File: src/rtl/bsm_pkg.sv
// Shared types and constants for the bank switch mapper.
package bsm_pkg;

    localparam int PRG_OFFSET_BITS = 21;

    localparam int CMD_W   = 3;
    localparam int ADDR_W  = 16;
    localparam int DATA_W  = 8;
    localparam int LINE_W  = 9;
    localparam int MIRR_W  = 2;
    localparam int CFG_IDX_W  = 2;
    localparam int CFG_DATA_W = 5;

    localparam logic [CMD_W-1:0] CMD_CPU_WRITE     = 3'd0;
    localparam logic [CMD_W-1:0] CMD_SCANLINE_END  = 3'd1;
    localparam logic [CMD_W-1:0] CMD_PRG_TRANSLATE = 3'd2;
    localparam logic [CMD_W-1:0] CMD_CHR_TRANSLATE = 3'd3;
    localparam logic [CMD_W-1:0] CMD_INIT          = 3'd4;

    localparam logic [CFG_IDX_W-1:0] CFG_PRG_SIZE_LOG2 = 2'd0;
    localparam logic [CFG_IDX_W-1:0] CFG_CHR_SIZE_LOG2 = 2'd1;
    localparam logic [CFG_IDX_W-1:0] CFG_CHR_FROM_PRG  = 2'd2;

    localparam logic [ADDR_W-1:0] ADDR_DECODE_MASK = 16'he001;
    localparam logic [ADDR_W-1:0] ADDR_BANK_SELECT = 16'h8000;
    localparam logic [ADDR_W-1:0] ADDR_BANK_DATA   = 16'h8001;
    localparam logic [ADDR_W-1:0] ADDR_MIRRORING   = 16'ha000;
    localparam logic [ADDR_W-1:0] ADDR_IRQ_LATCH   = 16'hc000;
    localparam logic [ADDR_W-1:0] ADDR_IRQ_RELOAD  = 16'hc001;
    localparam logic [ADDR_W-1:0] ADDR_IRQ_DISABLE = 16'he000;
    localparam logic [ADDR_W-1:0] ADDR_IRQ_ENABLE  = 16'he001;

    localparam logic [MIRR_W-1:0] MIRROR_VERT     = 2'd0;
    localparam logic [MIRR_W-1:0] MIRROR_HORZ     = 2'd1;
    localparam logic [MIRR_W-1:0] MIRROR_ONE_HIGH = 2'd2;

    typedef struct packed {
        logic [CMD_W-1:0]  command;
        logic [ADDR_W-1:0] address;
        logic [DATA_W-1:0] data;
        logic [LINE_W-1:0] scanline;
        logic              screen_visible;
    } item_t;

    typedef struct packed {
        logic  valid;
        item_t item;
    } stage_t;

    typedef struct packed {
        logic                       irq;
        logic [MIRR_W-1:0]          mirroring;
        logic [PRG_OFFSET_BITS-1:0] rom_offset;
    } result_t;

endpackage

File: src/rtl/bsm_if.sv
// Channel interfaces: input items, result items and configuration writes.
interface bsm_in_if;
    import bsm_pkg::*;
    logic              valid;
    logic              ready;
    logic [CMD_W-1:0]  command;
    logic [ADDR_W-1:0] address;
    logic [DATA_W-1:0] data;
    logic [LINE_W-1:0] scanline;
    logic              screen_visible;

    modport source (output valid, command, address, data, scanline, screen_visible,
                    input ready);
    modport sink   (input valid, command, address, data, scanline, screen_visible,
                    output ready);
endinterface

interface bsm_out_if;
    import bsm_pkg::*;
    logic                       valid;
    logic                       ready;
    logic                       irq;
    logic [MIRR_W-1:0]          mirroring;
    logic [PRG_OFFSET_BITS-1:0] rom_offset;

    modport source (output valid, irq, mirroring, rom_offset, input ready);
    modport sink   (input valid, irq, mirroring, rom_offset, output ready);
endinterface

interface bsm_cfg_if;
    import bsm_pkg::*;
    logic                  valid;
    logic                  ready;
    logic [CFG_IDX_W-1:0]  index;
    logic [CFG_DATA_W-1:0] data;

    modport source (output valid, index, data, input ready);
    modport sink   (input valid, index, data, output ready);
endinterface

File: src/rtl/bsm_in_reg.sv
// Input register: captures one beat and holds it until the core consumes it.
module bsm_in_reg
    import bsm_pkg::*;
(
    input  logic   clk,
    input  logic   rst_n,
    bsm_in_if.sink in_ch,
    input  logic   advance,
    output stage_t stage
);

    logic  valid_reg;
    item_t item_reg;
    logic  accept;

    assign in_ch.ready = !valid_reg || advance;
    assign accept      = in_ch.valid && in_ch.ready;

    always_ff @(posedge clk or negedge rst_n)
    begin
        if (!rst_n)
        begin
            valid_reg <= 1'b0;
        end
        else if (accept)
        begin
            valid_reg <= 1'b1;
        end
        else if (advance)
        begin
            valid_reg <= 1'b0;
        end
    end

    always_ff @(posedge clk)
    begin
        if (accept)
        begin
            item_reg.command        <= in_ch.command;
            item_reg.address        <= in_ch.address;
            item_reg.data           <= in_ch.data;
            item_reg.scanline       <= in_ch.scanline;
            item_reg.screen_visible <= in_ch.screen_visible;
        end
    end

    assign stage.valid = valid_reg;
    assign stage.item  = item_reg;

endmodule

File: src/rtl/bsm_core.sv
// Mapper state, config registers and the single-pass update / translate logic.
module bsm_core
    import bsm_pkg::*;
(
    input  logic    clk,
    input  logic    rst_n,
    bsm_cfg_if.sink cfg_ch,
    input  stage_t  stage,
    input  logic    advance,
    output result_t result
);

    localparam int CNT_W = 10;
    localparam logic [4:0] PRG_LOG2_MIN = 5'd15;
    localparam logic [4:0] PRG_LOG2_MAX = 5'(PRG_OFFSET_BITS);
    localparam logic [4:0] CHR_LOG2_MIN = 5'd10;
    localparam logic [4:0] CHR_LOG2_MAX = 5'd18;
    localparam logic [4:0] BANK8K_LOG2  = 5'd13;
    localparam logic [LINE_W-1:0] VISIBLE_LINES = 9'd240;

    typedef logic [7:0] bank_arr8_t [8];
    typedef logic [7:0] bank_arr4_t [4];

    // config
    logic [4:0] prg_size_log2_reg;
    logic [4:0] chr_size_log2_reg;
    logic       chr_from_prg_reg;

    // mapper state
    logic [7:0]              bank_select_reg, bank_select_next;
    bank_arr8_t              bank_values_reg, bank_values_next;
    bank_arr4_t              prg_bank_reg, prg_bank_next;
    bank_arr8_t              chr_bank_reg, chr_bank_next;
    logic signed [CNT_W-1:0] irq_count_reg, irq_count_next;
    logic [7:0]              irq_reload_reg, irq_reload_next;
    logic                    irq_enable_reg, irq_enable_next;
    logic                    irq_armed_reg, irq_armed_next;
    logic                    reload_latch_reg, reload_latch_next;
    logic [MIRR_W-1:0]       mirror_reg, mirror_next;

    logic       fire;
    item_t      it;
    logic [4:0] prg_bits;
    logic [4:0] chr_bits;
    logic [8:0] prg_banks;
    logic [7:0] last_bank;
    logic [7:0] second_last;
    logic [PRG_OFFSET_BITS-1:0] prg_mask;
    logic [PRG_OFFSET_BITS-1:0] chr_mask;
    logic [2:0] bank_reg_idx;
    logic [2:0] chr_pair_idx;
    logic [2:0] chr_one_idx;
    logic signed [CNT_W-1:0] count_dec;
    logic [1:0] prg_win;
    logic [2:0] chr_win;
    logic [7:0] even_bank;

    function automatic bank_arr8_t chr_from_values(input bank_arr8_t vals, input logic inv);
        bank_arr8_t m;
        for (int i = 0; i < 2; i++)
        begin
            m[3'(2*i) ^ {inv, 2'b00}]       = {vals[i][7:1], 1'b0};
            m[3'(2*i + 1) ^ {inv, 2'b00}]   = {vals[i][7:1], 1'b1};
        end
        for (int i = 2; i < 6; i++)
        begin
            m[3'(i + 2) ^ {inv, 2'b00}] = vals[i];
        end
        return m;
    endfunction

    assign it   = stage.item;
    assign fire = stage.valid && advance;

    assign cfg_ch.ready = 1'b1;

    always_ff @(posedge clk or negedge rst_n)
    begin
        if (!rst_n)
        begin
            prg_size_log2_reg <= PRG_LOG2_MIN;
            chr_size_log2_reg <= 5'd13;
            chr_from_prg_reg  <= 1'b0;
        end
        else if (cfg_ch.valid)
        begin
            unique case (cfg_ch.index)
                CFG_PRG_SIZE_LOG2: prg_size_log2_reg <= cfg_ch.data;
                CFG_CHR_SIZE_LOG2: chr_size_log2_reg <= cfg_ch.data;
                CFG_CHR_FROM_PRG:  chr_from_prg_reg  <= cfg_ch.data[0];
                default:           ;
            endcase
        end
    end

    // sizes and masks
    always_comb
    begin
        prg_bits = prg_size_log2_reg;
        if (prg_bits < PRG_LOG2_MIN) prg_bits = PRG_LOG2_MIN;
        if (prg_bits > PRG_LOG2_MAX) prg_bits = PRG_LOG2_MAX;
        chr_bits = chr_size_log2_reg;
        if (chr_bits < CHR_LOG2_MIN) chr_bits = CHR_LOG2_MIN;
        if (chr_bits > CHR_LOG2_MAX) chr_bits = CHR_LOG2_MAX;
        if (chr_from_prg_reg) chr_bits = prg_bits;
    end

    assign prg_banks   = 9'd1 << (prg_bits - BANK8K_LOG2);
    assign last_bank   = 8'(prg_banks - 9'd1);
    assign second_last = 8'(prg_banks - 9'd2);
    assign prg_mask    = PRG_OFFSET_BITS'(({1'b0, {PRG_OFFSET_BITS{1'b0}}} | (22'd1 << prg_bits))
                                          - 22'd1);
    assign chr_mask    = PRG_OFFSET_BITS'((22'd1 << chr_bits) - 22'd1);

    assign bank_reg_idx = bank_select_reg[2:0];
    assign chr_pair_idx = {bank_select_reg[7], bank_reg_idx[0], 1'b0};
    assign chr_one_idx  = 3'(bank_reg_idx + 3'd2) ^ {bank_select_reg[7], 2'b00};
    assign even_bank    = {it.data[7:1], 1'b0};
    assign prg_win      = it.address[14:13];
    assign chr_win      = it.address[12:10];

    // next state
    always_comb
    begin
        bank_select_next  = bank_select_reg;
        bank_values_next  = bank_values_reg;
        prg_bank_next     = prg_bank_reg;
        chr_bank_next     = chr_bank_reg;
        irq_count_next    = irq_count_reg;
        irq_reload_next   = irq_reload_reg;
        irq_enable_next   = irq_enable_reg;
        irq_armed_next    = irq_armed_reg;
        reload_latch_next = reload_latch_reg;
        mirror_next       = mirror_reg;
        count_dec         = irq_count_reg;
        result.irq        = 1'b0;
        result.rom_offset = '0;

        unique case (it.command)
            CMD_CPU_WRITE:
            begin
                unique case (it.address & ADDR_DECODE_MASK)
                    ADDR_BANK_SELECT:
                    begin
                        bank_select_next = it.data;
                        if (bank_select_reg[7] != it.data[7])
                        begin
                            chr_bank_next = chr_from_values(bank_values_reg, it.data[7]);
                        end
                        if (bank_select_reg[6] != it.data[6])
                        begin
                            prg_bank_next[it.data[6] ? 2 : 0] = bank_values_reg[6];
                            prg_bank_next[it.data[6] ? 0 : 2] = second_last;
                            prg_bank_next[1]                  = bank_values_reg[7];
                        end
                    end
                    ADDR_BANK_DATA:
                    begin
                        bank_values_next[bank_reg_idx] = it.data;
                        case (bank_reg_idx) inside
                            3'd0, 3'd1:
                            begin
                                chr_bank_next[chr_pair_idx]        = even_bank;
                                chr_bank_next[chr_pair_idx | 3'd1] = {it.data[7:1], 1'b1};
                            end
                            3'd2, 3'd3, 3'd4, 3'd5:
                            begin
                                chr_bank_next[chr_one_idx] = it.data;
                            end
                            3'd6:
                            begin
                                prg_bank_next[bank_select_reg[6] ? 2 : 0] = it.data;
                                prg_bank_next[bank_select_reg[6] ? 0 : 2] = second_last;
                            end
                            default:
                            begin
                                prg_bank_next[1]                          = it.data;
                                prg_bank_next[bank_select_reg[6] ? 0 : 2] = second_last;
                            end
                        endcase
                    end
                    ADDR_MIRRORING:
                    begin
                        mirror_next = it.data[6] ? MIRROR_ONE_HIGH :
                                      (it.data[0] ? MIRROR_HORZ : MIRROR_VERT);
                    end
                    ADDR_IRQ_LATCH:
                    begin
                        irq_reload_next = it.data;
                        if (reload_latch_reg)
                        begin
                            irq_count_next = CNT_W'(it.data);
                        end
                    end
                    ADDR_IRQ_RELOAD:
                    begin
                        reload_latch_next = 1'b1;
                        irq_count_next    = CNT_W'(it.data);
                    end
                    ADDR_IRQ_DISABLE:
                    begin
                        irq_enable_next = 1'b0;
                    end
                    ADDR_IRQ_ENABLE:
                    begin
                        irq_enable_next = 1'b1;
                        irq_armed_next  = 1'b1;
                    end
                    default: ;
                endcase
            end
            CMD_SCANLINE_END:
            begin
                reload_latch_next = 1'b0;
                if (it.screen_visible && (it.scanline < VISIBLE_LINES))
                begin
                    count_dec = irq_count_reg - 10'sd1;
                end
                irq_count_next = count_dec;
                if (count_dec <= 10'sd0)
                begin
                    if (irq_enable_reg && irq_armed_reg)
                    begin
                        result.irq     = 1'b1;
                        irq_armed_next = 1'b0;
                    end
                    reload_latch_next = 1'b1;
                    irq_count_next    = CNT_W'(irq_reload_reg);
                end
            end
            CMD_PRG_TRANSLATE:
            begin
                if (it.address[15])
                begin
                    result.rom_offset = {prg_bank_reg[prg_win], it.address[12:0]} & prg_mask;
                end
            end
            CMD_CHR_TRANSLATE:
            begin
                if (it.address[15:13] == 3'd0)
                begin
                    result.rom_offset = {3'd0, chr_bank_reg[chr_win], it.address[9:0]}
                                        & chr_mask;
                end
            end
            CMD_INIT:
            begin
                bank_select_next  = '0;
                for (int i = 0; i < 8; i++)
                begin
                    bank_values_next[i] = '0;
                    chr_bank_next[i]    = 8'(i);
                end
                irq_count_next    = '0;
                irq_reload_next   = '0;
                irq_enable_next   = 1'b0;
                irq_armed_next    = 1'b0;
                reload_latch_next = 1'b0;
                prg_bank_next[0]  = {7'd0, chr_from_prg_reg};
                prg_bank_next[1]  = 8'({7'd0, chr_from_prg_reg} + 8'd1);
                prg_bank_next[2]  = 8'(last_bank - 8'd1);
                prg_bank_next[3]  = last_bank;
            end
            default: ;
        endcase

        result.mirroring = mirror_next;
    end

    always_ff @(posedge clk or negedge rst_n)
    begin
        if (!rst_n)
        begin
            bank_select_reg  <= '0;
            for (int i = 0; i < 8; i++)
            begin
                bank_values_reg[i] <= '0;
                chr_bank_reg[i]    <= 8'(i);
            end
            for (int i = 0; i < 4; i++)
            begin
                prg_bank_reg[i] <= 8'(i);
            end
            irq_count_reg    <= '0;
            irq_reload_reg   <= '0;
            irq_enable_reg   <= 1'b0;
            irq_armed_reg    <= 1'b0;
            reload_latch_reg <= 1'b0;
            mirror_reg       <= MIRROR_VERT;
        end
        else if (fire)
        begin
            bank_select_reg  <= bank_select_next;
            bank_values_reg  <= bank_values_next;
            prg_bank_reg     <= prg_bank_next;
            chr_bank_reg     <= chr_bank_next;
            irq_count_reg    <= irq_count_next;
            irq_reload_reg   <= irq_reload_next;
            irq_enable_reg   <= irq_enable_next;
            irq_armed_reg    <= irq_armed_next;
            reload_latch_reg <= reload_latch_next;
            mirror_reg       <= mirror_next;
        end
    end

endmodule

File: src/rtl/bsm_out_reg.sv
// Result register: holds one result beat until the sink takes it.
module bsm_out_reg
    import bsm_pkg::*;
(
    input  logic       clk,
    input  logic       rst_n,
    input  stage_t     stage,
    input  result_t    result,
    output logic       advance,
    bsm_out_if.source  out_ch
);

    logic    valid_reg;
    result_t result_reg;

    assign advance = !valid_reg || out_ch.ready;

    always_ff @(posedge clk or negedge rst_n)
    begin
        if (!rst_n)
        begin
            valid_reg <= 1'b0;
        end
        else if (advance)
        begin
            valid_reg <= stage.valid;
        end
    end

    always_ff @(posedge clk)
    begin
        if (advance && stage.valid)
        begin
            result_reg <= result;
        end
    end

    assign out_ch.valid      = valid_reg;
    assign out_ch.irq        = result_reg.irq;
    assign out_ch.mirroring  = result_reg.mirroring;
    assign out_ch.rom_offset = result_reg.rom_offset;

endmodule

File: src/rtl/bank_switch_mapper_with_scanline_irq_top.sv
// Top level of the bank switch mapper with scanline IRQ.
// Items pass through the input register and then the result register. Throughput:
// one item per cycle unless the sink stalls; the result register frees the input side
// when the sink takes a beat. Config writes take effect in the cycle after the write.
// Reset clears control and IRQ state, selects vertical mirroring, loads the default
// config and the default window mapping at once; no clearing pass.
module bank_switch_mapper_with_scanline_irq_top
    import bsm_pkg::*;
(
    input  logic      clk,
    input  logic      rst_n,
    bsm_in_if.sink    in_ch,
    bsm_out_if.source out_ch,
    bsm_cfg_if.sink   cfg_ch
);

    stage_t  stage;
    result_t result;
    logic    advance;

    bsm_in_reg u_in_reg (
        .clk     (clk),
        .rst_n   (rst_n),
        .in_ch   (in_ch),
        .advance (advance),
        .stage   (stage)
    );

    bsm_core u_core (
        .clk     (clk),
        .rst_n   (rst_n),
        .cfg_ch  (cfg_ch),
        .stage   (stage),
        .advance (advance),
        .result  (result)
    );

    bsm_out_reg u_out_reg (
        .clk     (clk),
        .rst_n   (rst_n),
        .stage   (stage),
        .result  (result),
        .advance (advance),
        .out_ch  (out_ch)
    );

    a_stage_moves: assert property (@(posedge clk) disable iff (!rst_n)
        stage.valid && advance |=> out_ch.valid)
        else $error("staged item did not reach result register");

    a_ready_when_empty: assert property (@(posedge clk) disable iff (!rst_n)
        !out_ch.valid |-> in_ch.ready)
        else $error("input stalled with empty result register");

    a_mirror_code: assert property (@(posedge clk) disable iff (!rst_n)
        out_ch.valid |-> out_ch.mirroring != 2'd3)
        else $error("invalid mirroring code");

    a_irq_no_offset: assert property (@(posedge clk) disable iff (!rst_n)
        out_ch.valid && out_ch.irq |-> out_ch.rom_offset == '0)
        else $error("irq beat carries a rom offset");

endmodule
File: src/flat_wrapper.sv
// flat-port wrapper written by rule: the top's interface ports become plain ports
module bank_switch_mapper_with_scanline_irq_top_flat import bsm_pkg::*;
  (clk, rst_n, in_ch_valid, in_ch_command, in_ch_address, in_ch_data, in_ch_scanline, in_ch_screen_visible, in_ch_ready, out_ch_valid, out_ch_irq, out_ch_mirroring, out_ch_rom_offset, out_ch_ready, cfg_ch_valid, cfg_ch_index, cfg_ch_data, cfg_ch_ready);
  bsm_in_if in_ch_i ();
  bsm_out_if out_ch_i ();
  bsm_cfg_if cfg_ch_i ();
  input  logic clk;
  input  logic rst_n;
  input wire logic [$bits(in_ch_i.valid)-1:0] in_ch_valid;
  input wire logic [$bits(in_ch_i.command)-1:0] in_ch_command;
  input wire logic [$bits(in_ch_i.address)-1:0] in_ch_address;
  input wire logic [$bits(in_ch_i.data)-1:0] in_ch_data;
  input wire logic [$bits(in_ch_i.scanline)-1:0] in_ch_scanline;
  input wire logic [$bits(in_ch_i.screen_visible)-1:0] in_ch_screen_visible;
  output wire logic [$bits(in_ch_i.ready)-1:0] in_ch_ready;
  output wire logic [$bits(out_ch_i.valid)-1:0] out_ch_valid;
  output wire logic [$bits(out_ch_i.irq)-1:0] out_ch_irq;
  output wire logic [$bits(out_ch_i.mirroring)-1:0] out_ch_mirroring;
  output wire logic [$bits(out_ch_i.rom_offset)-1:0] out_ch_rom_offset;
  input wire logic [$bits(out_ch_i.ready)-1:0] out_ch_ready;
  input wire logic [$bits(cfg_ch_i.valid)-1:0] cfg_ch_valid;
  input wire logic [$bits(cfg_ch_i.index)-1:0] cfg_ch_index;
  input wire logic [$bits(cfg_ch_i.data)-1:0] cfg_ch_data;
  output wire logic [$bits(cfg_ch_i.ready)-1:0] cfg_ch_ready;
  assign in_ch_i.valid = in_ch_valid;
  assign in_ch_i.command = in_ch_command;
  assign in_ch_i.address = in_ch_address;
  assign in_ch_i.data = in_ch_data;
  assign in_ch_i.scanline = in_ch_scanline;
  assign in_ch_i.screen_visible = in_ch_screen_visible;
  assign in_ch_ready = in_ch_i.ready;
  assign out_ch_valid = out_ch_i.valid;
  assign out_ch_irq = out_ch_i.irq;
  assign out_ch_mirroring = out_ch_i.mirroring;
  assign out_ch_rom_offset = out_ch_i.rom_offset;
  assign out_ch_i.ready = out_ch_ready;
  assign cfg_ch_i.valid = cfg_ch_valid;
  assign cfg_ch_i.index = cfg_ch_index;
  assign cfg_ch_i.data = cfg_ch_data;
  assign cfg_ch_ready = cfg_ch_i.ready;
  bank_switch_mapper_with_scanline_irq_top u_core (.clk(clk), .rst_n(rst_n), .in_ch(in_ch_i), .out_ch(out_ch_i), .cfg_ch(cfg_ch_i));
endmodule
File: config.mk
export PLATFORM = sky130hd
export DESIGN_NAME = bank_switch_mapper_with_scanline_irq_top_flat
export DESIGN_NICKNAME = d
export VERILOG_FILES = /design/src/rtl/bsm_pkg.sv /design/src/rtl/bsm_if.sv /design/src/rtl/bsm_in_reg.sv /design/src/rtl/bsm_core.sv /design/src/rtl/bsm_out_reg.sv /design/src/rtl/bank_switch_mapper_with_scanline_irq_top.sv /design/src/flat_wrapper.sv
export SDC_FILE = /design/constraint.sdc
export NUM_CORES = 1
export LEC_CHECK = 0
export ABC_AREA = 1
export BUFFER_PORTS_ARGS = -buffer_cell sky130_fd_sc_hd__buf_4
export CAP_MARGIN = 20
export CORE_MARGIN = 1.5
export CORE_UTILIZATION = 55
export CTS_CLUSTER_DIAMETER = 60
export DETAILED_ROUTE_END_ITERATION = 8
export PLACE_DENSITY_LB_ADDON = 0.2
export SYNTH_ARGS = -nofsm -noshare
export SYNTH_HDL_FRONTEND = slang
export SYNTH_SLANG_ARGS = --single-unit
File: constraint.sdc
create_clock -name clk -period 4.1 [get_ports clk]
set_input_delay 0.205 -clock clk [delete_from_list [all_inputs] [get_ports clk]]
set_output_delay 0.205 -clock clk [all_outputs]
set_load 0.005 [all_outputs]
=== After elaboration in Yosys (flattened, before gate mapping) ===
Index checks and enable logic that the tools add are counted.

* Output and inout bits: 27
* Bits of input ports: 49
* ROM bits: 0
* Bits in latches: 0
* RAM bits: 0
* Bits in registers: 265
* Memories: 0
* Word-level logic and storage cells: 305

* Multipliers: 0
* Shifts and indexed selects: 3
* Bitwise logic cells: 24
* Order comparisons: 40
* Add/sub/neg operators: 9
* Reduce and logical (&&, ||, !) cells: 46
* Multiplexer cells: 106
* Eq/ne operators: 37
* Divide/modulo/power cells: 0

{| class="wikitable"
|+ Operators by type and width
! operator !! number
|-
| 64-bit bitwise mux || 12
|-
| 64-bit one-hot mux with 2 select lines || 3
|-
| 8-bit demux with 3-bit select || 12
|-
| 64-bit 2-to-1 mux || 4
|-
| 8-bit 2-to-1 mux || 22
|-
| 32-bit bitwise mux || 5
|-
| 32-bit by 3-bit greater-or-equal comparator with 1-bit output, second input constant || 4
|-
| 32-bit by 1-bit less-than comparator with 1-bit output, second input constant || 4
|-
| 32-bit 2-to-1 mux || 4
|-
| 2-bit inverter with 32-bit output || 4
|-
| 32-bit one-hot mux with 2 select lines || 2
|-
| 8-bit demux with 2-bit select || 4
|-
| 4-bit greater-or-equal comparator, second input constant || 13
|-
| 3-bit inverter with 4-bit output || 13
|-
| 4-bit by 1-bit less-than comparator with 1-bit output, second input constant || 12
|-
| 21-bit 2-to-1 mux || 2
|-
| 21-bit one-hot mux with 2 select lines || 1
|-
| 1-bit by 5-bit << shifter with 21-bit output, first input constant || 2
|-
| 21-bit by 1-bit subtractor with 21-bit output, second input constant || 2
|-
| 10-bit 2-to-1 mux || 4
|-
| 8-bit one-hot mux with 2 select lines || 2
|-
| 10-bit one-hot mux with 3 select lines || 1
|-
| 4-bit == test, second input constant || 7
|-
| 5-bit 2-to-1 mux || 5
|-
| other kinds (52) || 121
|}

=== Longest topological paths before layout ===
Gate-level depths: netlist (run 1).

* Word-level depth: 16
* Depth in mapped cells: 21
* Gate-level depth less buffers: 21

=== Hierarchy ===
From an unflattened synthesis (run 1), not the netlist that was laid out.

* Cell total of the unflattened synthesis: 1752
* Area, all modules: 14139.8 sq um

{| class="wikitable"
|+ Modules (own cells, without submodules)
! module !! area an instance (sq um) !! seq. area each (sq um) !! cells each !! instances
|-
| bsm_core || 12210.5 || 4958.5 || 1678 || 1
|-
| bsm_in_reg || 1163.6 || 1136.1 || 44 || 1
|-
| bsm_out_reg || 765.7 || 745.7 || 30 || 1
|}

=== Least setup slack after synthesis (run 1) ===
OpenSTA, ideal clock, no wires.

* Path kind: reg2reg
* From: register u_core.u_core.prg_size_log2_reg[2]
* To: register u_core.u_core.prg_bank_reg[11] (netlist name)
* Arrival time: 2.832 ns
* Required time: 3.976 ns
* Clock period less this slack: 2.956 ns
* Setup time: 0.124 ns
* Stages on the path, launching flop included: 17
* Path buffers: 0
* Setup slack: 1.144 ns
* Path through: dfstp_2 -> inv_2 -> a31oi_1 -> ha_1 -> nand4_4 -> nand2_4 -> inv_4 -> nor2_1 -> inv_1 -> ha_1 -> nand3b_1 -> nand2_4 -> nand2_4 -> nand4_1 -> nand2_1 -> o211ai_1 -> nand2_1

* Longest elaborated chain between the ends: 13
* Elaborated cells between the ends (all ways): 18
* Classes of those cells: add/sub (4); order compare (2); shift (1); mux (11)

{| class="wikitable"
|+ RTL lines
! what !! line !! text
|-
| start, declared || bsm_core.sv:25 || <nowiki>logic [4:0] prg_size_log2_reg;</nowiki>
|-
| start signal, assigned || bsm_core.sv:88 || <nowiki>CFG_PRG_SIZE_LOG2: prg_size_log2_reg <= cfg_ch.data;</nowiki>
|-
| 5-bit by 4-bit less-than comparator with 1-bit output || bsm_core.sv:100 || <nowiki>if (prg_bits < PRG_LOG2_MIN) prg_bits = PRG_LOG2_MIN;</nowiki>
|-
| 5-bit 2-to-1 mux * || bsm_core.sv:100 ||
|-
| 5-bit greater-than comparator || bsm_core.sv:101 || <nowiki>if (prg_bits > PRG_LOG2_MAX) prg_bits = PRG_LOG2_MAX;</nowiki>
|-
| 5-bit 2-to-1 mux * || bsm_core.sv:101 ||
|-
| 5-bit by 4-bit subtractor with 5-bit output * || bsm_core.sv:108 || <nowiki>assign prg_banks = 9'd1 << (prg_bits - BANK8K_LOG2);</nowiki>
|-
| 1-bit by 5-bit << shifter with 8-bit output * || bsm_core.sv:108 ||
|-
| 8-bit by 2-bit subtractor with 8-bit output || bsm_core.sv:110 || <nowiki>assign second_last = 8'(prg_banks - 9'd2);</nowiki>
|-
| 32-bit bitwise mux (on tied branches) || bsm_core.sv:178, bsm_core.sv:173 ||
|-
| 32-bit 2-to-1 mux (3 in a row) || bsm_core.sv:160 || <nowiki>case (bank_reg_idx) inside</nowiki>
|-
| 32-bit one-hot mux with 2 select lines || bsm_core.sv:142 || <nowiki>unique case (it.address & ADDR_DECODE_MASK)</nowiki>
|-
| 32-bit one-hot mux with 2 select lines * || bsm_core.sv:139 || <nowiki>unique case (it.command)</nowiki>
|-
| end signal, assigned by index || bsm_core.sv:282 || <nowiki>prg_bank_reg[i] <= 8'(i);</nowiki>
|-
| end signal, assigned || bsm_core.sv:295 || <nowiki>prg_bank_reg <= prg_bank_next;</nowiki>
|-
| end, declared || bsm_core.sv:32 || <nowiki>bank_arr4_t prg_bank_reg, prg_bank_next;</nowiki>
|}

Mark *: on every way between the ends. The rest lies on a longest branch, timed or not. The select of a mux whose other input is x is not followed.
A chain may end at the register's enable or synchronous reset.

=== Final worst setup path (run 1) ===
* From: register u_core.u_core.prg_size_log2_reg[4]
* To: register u_core.u_core.prg_bank_reg[11] (netlist name)

The elaborated chain is that of the path after synthesis.

==> results of run 1 <==
-- per-stage QoR --
stage                     hold slack [ps]  cell area (um^2)
final                               287.7             16620
after global routing                352.0             16620
after CTS                           307.1             16590
after detailed placement            311.1             15130
after global placement              306.7             15130
after floorplan                    -90.59             14360
-- synthesized netlist by cell type, types with 8 or more instances --
| cell type | count |
|---|---|
| a21oi_1 | 68 |
| a32oi_1 | 9 |
| a21oi_2 | 10 |
| o21ai_1 | 18 |
| nor2_2 | 13 |
| inv_2 | 26 |
| nand3_1 | 84 |
| o21ai_2 | 9 |
| nand4_1 | 20 |
| nor2_1 | 150 |
| nand2_1 | 348 |
| nor3_1 | 10 |
| o22ai_1 | 98 |
| buf_2 | 10 |
| dfrtp_1 | 176 |
| nand2_2 | 12 |
| buf_6 | 8 |
| o211ai_1 | 14 |
| xor2_1 | 9 |
| o21ai_0 | 167 |
| dfstp_2 | 23 |
| inv_1 | 206 |
| ha_1 | 16 |
| o32ai_1 | 9 |
| a31oi_1 | 21 |
| edfxtp_1 | 57 |
| clkbuf_1 | 34 |
-- cells by family after synthesis --
family                   Yosys count
AND/OR/NAND/NOR                  678
AO/OA/AOI/OAI                    465
buffers and inverters            302
flip-flops                       256
adder cells (fa/ha/maj)           16
XOR/XNOR                          14
multiplexers                      10
other                              1
-- worst max-delay path: cells and delay by family, from the launching register on --
kind | cells | cell delay [ps]
AND/OR/NAND/NOR | 8 | 1140
AO/OA/AOI/OAI | 2 | 650
flip-flops | 1 | 640
adder cells (fa/ha/maj) | 2 | 620
buffers and inverters | 3 | 530
-- final cells by class --
cell class	count	area, um^2	area share [%]
clock inverters	20	261.5	1.573
well taps	330	412.9	2.484
flip-flops and latches	256	6720	40.43
inverters	241	908.4	5.465
repair buffers	134	1157	6.963
clock buffers	33	750.7	4.516
multi-input cells	1188	6411	38.57
-- worst max path at each step --
stage | startpoint | end | slack (ps)
global placement | u_core.u_core.prg_size_log2_reg[4] | u_core.u_core.prg_bank_reg[11] | 620
global route | u_core.u_core.prg_size_log2_reg[4] | u_core.u_core.prg_bank_reg[15] | 60
detailed placement | u_core.u_core.prg_size_log2_reg[4] | u_core.u_core.prg_bank_reg[11] | 480
CTS | u_core.u_core.prg_size_log2_reg[4] | u_core.u_core.prg_bank_reg[11] | 430
floorplan | u_core.u_core.prg_size_log2_reg[2] | u_core.u_core.prg_bank_reg[11] | 1140
finish | u_core.u_core.prg_size_log2_reg[4] | u_core.u_core.prg_bank_reg[11] | 390
-- per-layer routing --
layer	wire, um	up-vias	GRT usage (%)
li1	-	6136	-
met1	18110	6142	46.89
met2	18630	720	48.93
met3	4763	123	6.002
met4	2044	0	14.09
met5	0	-	0
-- cells in the final DEF (no fill, tap or decap), types with 57 or more instances in the layout --
cell,count
inv_1,206
edfxtp_1,57
nand2_1,348
nand3_1,84
buf_4,86
o22ai_1,98
dfrtp_1,176
a21oi_1,68
o21ai_0,167
nor2_1,150
-- repair_timing --
item | CTS | global route
hold buffers | 45 | 0
endpoints found under the setup margin | 0 | 0
buffers inserted | 0 | 0
resized for setup | 0 | 0
hold endpoints to repair | 115 | 0
-- report_power, final --
part,internal (uW),switching (uW),leakage [uW]
Sequential,3610,560,0.00289
Clock,1690,1090,0.000501
Combinational,1230,2330,0.00402
==> results.cfg, run 1 <==
[run_status]
status = complete, no violations

[grt]
grt_use_total_pct = 32.79
antenna_found_initial = 0
grt_pass1_wl_um = 68020
grt_overflow = 0
grt_max_degree = 83
grt_pass1_vias = 12400

[clock_tree]
clkTransAtPathRegs_ps = 60
cts_max_level = 1
cts_buffer_depth = 3
root_buffer = clkbuf_16
cts_num_sinks = 256
clock_insertion_delay_worst_skew_ps = 550
cts_tree = done
cts_made_buffers = 29

[placed_design]
hpwl_um = 30260
gp_congestion = 0.9489
dp.cells = 2103
dpl_worst_slack_ps = 475.5
port_buffers = 70

[finish]
utilization_pct = 65.44
antenna_cells = 0
layout-drive-gt1-share_pct = 15.01
fin_cells = 2202
syn_to_final_growth_pct = 15.85
nets = 1915
fillers = 2145
largest_reg_flops = 64

[worst_setup_path]
crit_top_cell = nand2_1
r2r_cells = 15
critical_path_class = reg -> reg
cp.required_ps = 4530
critPathLaunchType = flop
end_kind = flop
arrival_ps = 4140
cpPeakStageDelay_ps = 640
path_cells = inv_2 -> a31oi_1 -> ha_1 -> inv_1 -> nand2_1 -> nor2_1 -> inv_1 -> ha_1 -> nand3b_1 -> nand2_4 -> nand2_4 -> nand4_1 -> nand2_1 -> o211ai_1 -> nand2_1
rr_endpoint = u_core.u_core.prg_bank_reg[11]
regToRegSetupSlack_ps = 390
worstReg2RegStart = u_core.u_core.prg_size_log2_reg[4]
slowest_stage = dfrtp_1
critical_path.max_fanout = 11

[timing]
tns_ps = 0
timing.final.ws_setup_ps = 394.7
maxSlewViolCount = 0
worst_slew_pin_slew_ps = 1025
final-hold-violation-count = 0
rsz0062_at_grt = no
period_share_pct = 90.37
slew_headroom_pct = 31.64
fin_crit_ps = 3705
max_freq_mhz = 269.9
final.setup_skew_ps = 6.400
finalSetupViolCount = 0

[synthesis]
async_flop_share_pct = 77.73
ys.flop_type = dfrtp_1
synth_compound_area_share_pct = 20.07
synth-simple-area-share_pct = 21.37
synth_top_family_by_area = simple AND/OR/NAND/NOR gates
mappedNetlistArea_mm2 = 0.01435
synth-seq-cells = 256
yosys.area.top_type = dfrtp_1
yosysWarningCount = 0
synth-adder-area-share_pct = 1.395
synth_edf_count = 57
synth_area_per_cell_um2 = 8.236
yosysSeqAreaShare_pct = 46.84
synth.top_cell.area_share_pct = 30.70
netlist_instances = 1742
synth.distinct_cells = 70
synth_xor_area_share_pct = 0.9070
yosys-top-cells-area = dfrtp_1, edfxtp_1, nand2_1
synthMuxAreaShare_pct = 0.7761

[detailed_routing]
first_pass_iters = 6
wire_per_inst_um = 19.78
vias_per_cell = 5.959
antenna_left = 0
drc = 0
drt_iter0_markers = 1677
vias = 13120
drt-total-wl_um = 43550

[power_and_ir_drop]
totalPowerFinal_uw = 10510
ir_drop_mv = 0.4541
p_leak_uw = 0.007406
power_density_mw_per_mm2 = 632.3

[floorplan]
rows = 58
dieWidth_um = 164.5
io-pin-count = 76
dieArea_mm2 = 0.02706
core_mm2 = 0.02540
initial_core_util_pct = 56.49
die_h_um = 164.5

[flow_run]
cap_violations = 0

[min_path]
hp-class = in -> async
No activity file was read; power rests on OpenSTA's default activity.
==> inputs of run 2 (changes only) <==
Settings changed: REMOVE_ABC_BUFFERS set to 1.
==> run 2 against run 1 <==
  * Combinational power shrank 2%
  * Utilization is essentially flat
  * Final area is essentially flat
  * Critical path depth grew 1
  * Highest routed layer is now met5
  * Sequential cell count is the same
  * Via count grew 0.51%
  * Largest power group unchanged
  * Critical path type unchanged
  * Sequential share of layout area is essentially flat
==> results.cfg, run 2 (synthesis gave the netlist of run 1 again) <==
[worst_setup_path]
end_kind = flop
cpPeakStageDelay_ps = 650
critPathLaunchType = flop
slowest_stage = dfrtp_1
critical_path.max_fanout = 11
arrival_ps = 4020
path_cells = inv_2 -> a31oi_1 -> ha_1 -> nand4_4 -> nand2_4 -> inv_4 -> nor2_1 -> inv_1 -> ha_1 -> nand3b_1 -> nand2_4 -> nand2_4 -> nand4_1 -> nand2_1 -> o211ai_1 -> nand2_1
critical_path_class = reg -> reg
cp.required_ps = 4550
crit_top_cell = nand2_4

[timing]
fin_crit_ps = 3574
final.setup_skew_ps = 8.307
tns_ps = 0
max_freq_mhz = 279.8
finalSetupViolCount = 0
period_share_pct = 87.18
worst_slew_pin_slew_ps = 999.6
maxSlewViolCount = 0
slew_headroom_pct = 33.36
rsz0062_at_grt = no
final-hold-violation-count = 0

[grt]
antenna_found_initial = 1
grt_pass1_vias = 12600
grt_overflow = 0
grt_pass1_wl_um = 68520
grt_use_total_pct = 32.93
grt_max_degree = 120

[detailed_routing]
vias = 13190
drc = 0
drt-total-wl_um = 43870
antenna_left = 0
vias_per_cell = 5.995
wire_per_inst_um = 19.94
drt_iter0_markers = 1474
first_pass_iters = 5

[run_status]
status = complete, no violations

[clock_tree]
clkTransAtPathRegs_ps = 60
cts_max_level = 1
cts_made_buffers = 30
cts_tree = done
cts_resized = 0
root_buffer = clkbuf_16
cts_buffer_depth = 3
post-cts-setup-buffers = 0
cts_num_sinks = 256
clock_insertion_delay_worst_skew_ps = 560

[placed_design]
gp_congestion = 0.9461
dp.cells = 2100
hpwl_um = 30360
port_buffers = 70

[finish]
most-common-layout-cells = nand2_1, inv_1, dfrtp_1, o21ai_0, nor2_1
seqCellArea_mm2 = 0.006720
fin_cells = 2200
layout-drive-gt1-share_pct = 14.97
nets = 1912
fillers = 2182
layout_commonest_cell = nand2_1
antenna_cells = 0
multi_input_area_mm2 = 0.006411
largest_reg_flops = 64
syn_to_final_growth_pct = 15.92

[floorplan]
dieWidth_um = 164.5
io-pin-count = 76
initial_core_util_pct = 56.49
rows = 58
core_mm2 = 0.02540
die_h_um = 164.5
dieArea_mm2 = 0.02706

[min_path]
hp-class = in -> async

[flow_run]
cap_violations = 0

[power_and_ir_drop]
ir_drop_mv = 0.4115
p_leak_uw = 0.007395
power_density_mw_per_mm2 = 632.6
run 2: layout make-up:
type / instances / share of cell area, %
clock inverters: 12 / 0.7899
well taps: 330 / 2.483
flip-flops and latches: 256 / 40.40
repair buffers: 130 / 6.733
inverters: 241 / 5.462
multi-input cells: 1188 / 38.55
clock buffers: 43 / 5.582
run 2: final timing paths:
check | start | endpoint | slack, ps | depth (start not counted)
max reg2reg | u_core.u_core.prg_size_log2_reg[4] | u_core.u_core.prg_bank_reg[11] | 530 | 16
max in group asynchronous | rst_n | u_core.u_core.prg_bank_reg[16] | 2730 | 3
min reg2reg | u_core.u_core.irq_reload_reg[0] | u_core.u_core.irq_reload_reg[0] | 480 | 2
min in group clk | in_ch_scanline[5] | u_core.u_in_reg.stage[6] | 360 | 2
min | rst_n | u_core.u_core.chr_bank_reg[53] | 350 | 2
max | u_core.u_core.prg_size_log2_reg[4] | u_core.u_core.prg_bank_reg[11] | 530 | 16
run 2: power by group:
part           internal [uW]  switching (uW)
Clock                   1700            1120
Sequential              3610             595
Combinational           1230            2270
run 2: critical path: cells and delay by family (launching register included):
family	cells	cell delay [ps]
flip-flops	1	650
buffers and inverters	3	430
adder cells (fa/ha/maj)	2	620
AO/OA/AOI/OAI	2	600
AND/OR/NAND/NOR	9	1150
run 2: stage by stage:
step	area [um^2]	setup WS, ps	hold slack (ps)	utilization [%]	total power [uW]
2_1_floorplan	14030	1031	-90.59	-	6481
3_3_place_gp	15120	685.1	383.0	59.54	7479
3_5_place_dp	15120	570.7	384.6	59.54	7588
4_1_cts	16630	544.2	352.2	65.48	10460
5_1_grt	16630	114.1	369.9	65.48	11120
6_report	16630	525.6	347.9	65.48	10520
run 2: what timing repair did:
item,CTS,global route
setup endpoints to repair,0,0
hold buffers,45,0
endpoints found under the hold margin,146,0
run 2: metal layers:
metal / up-vias / part of all wire [%] / track usage, %
li1: 6133 / - / -
met1: 6321 / 41 / 43.90
met2: 588 / 46 / 51.99
met3: 144 / 8.0 / 6.077
met4: 2 / 5.1 / 15.60
met5: - / 0.084 / 1.136
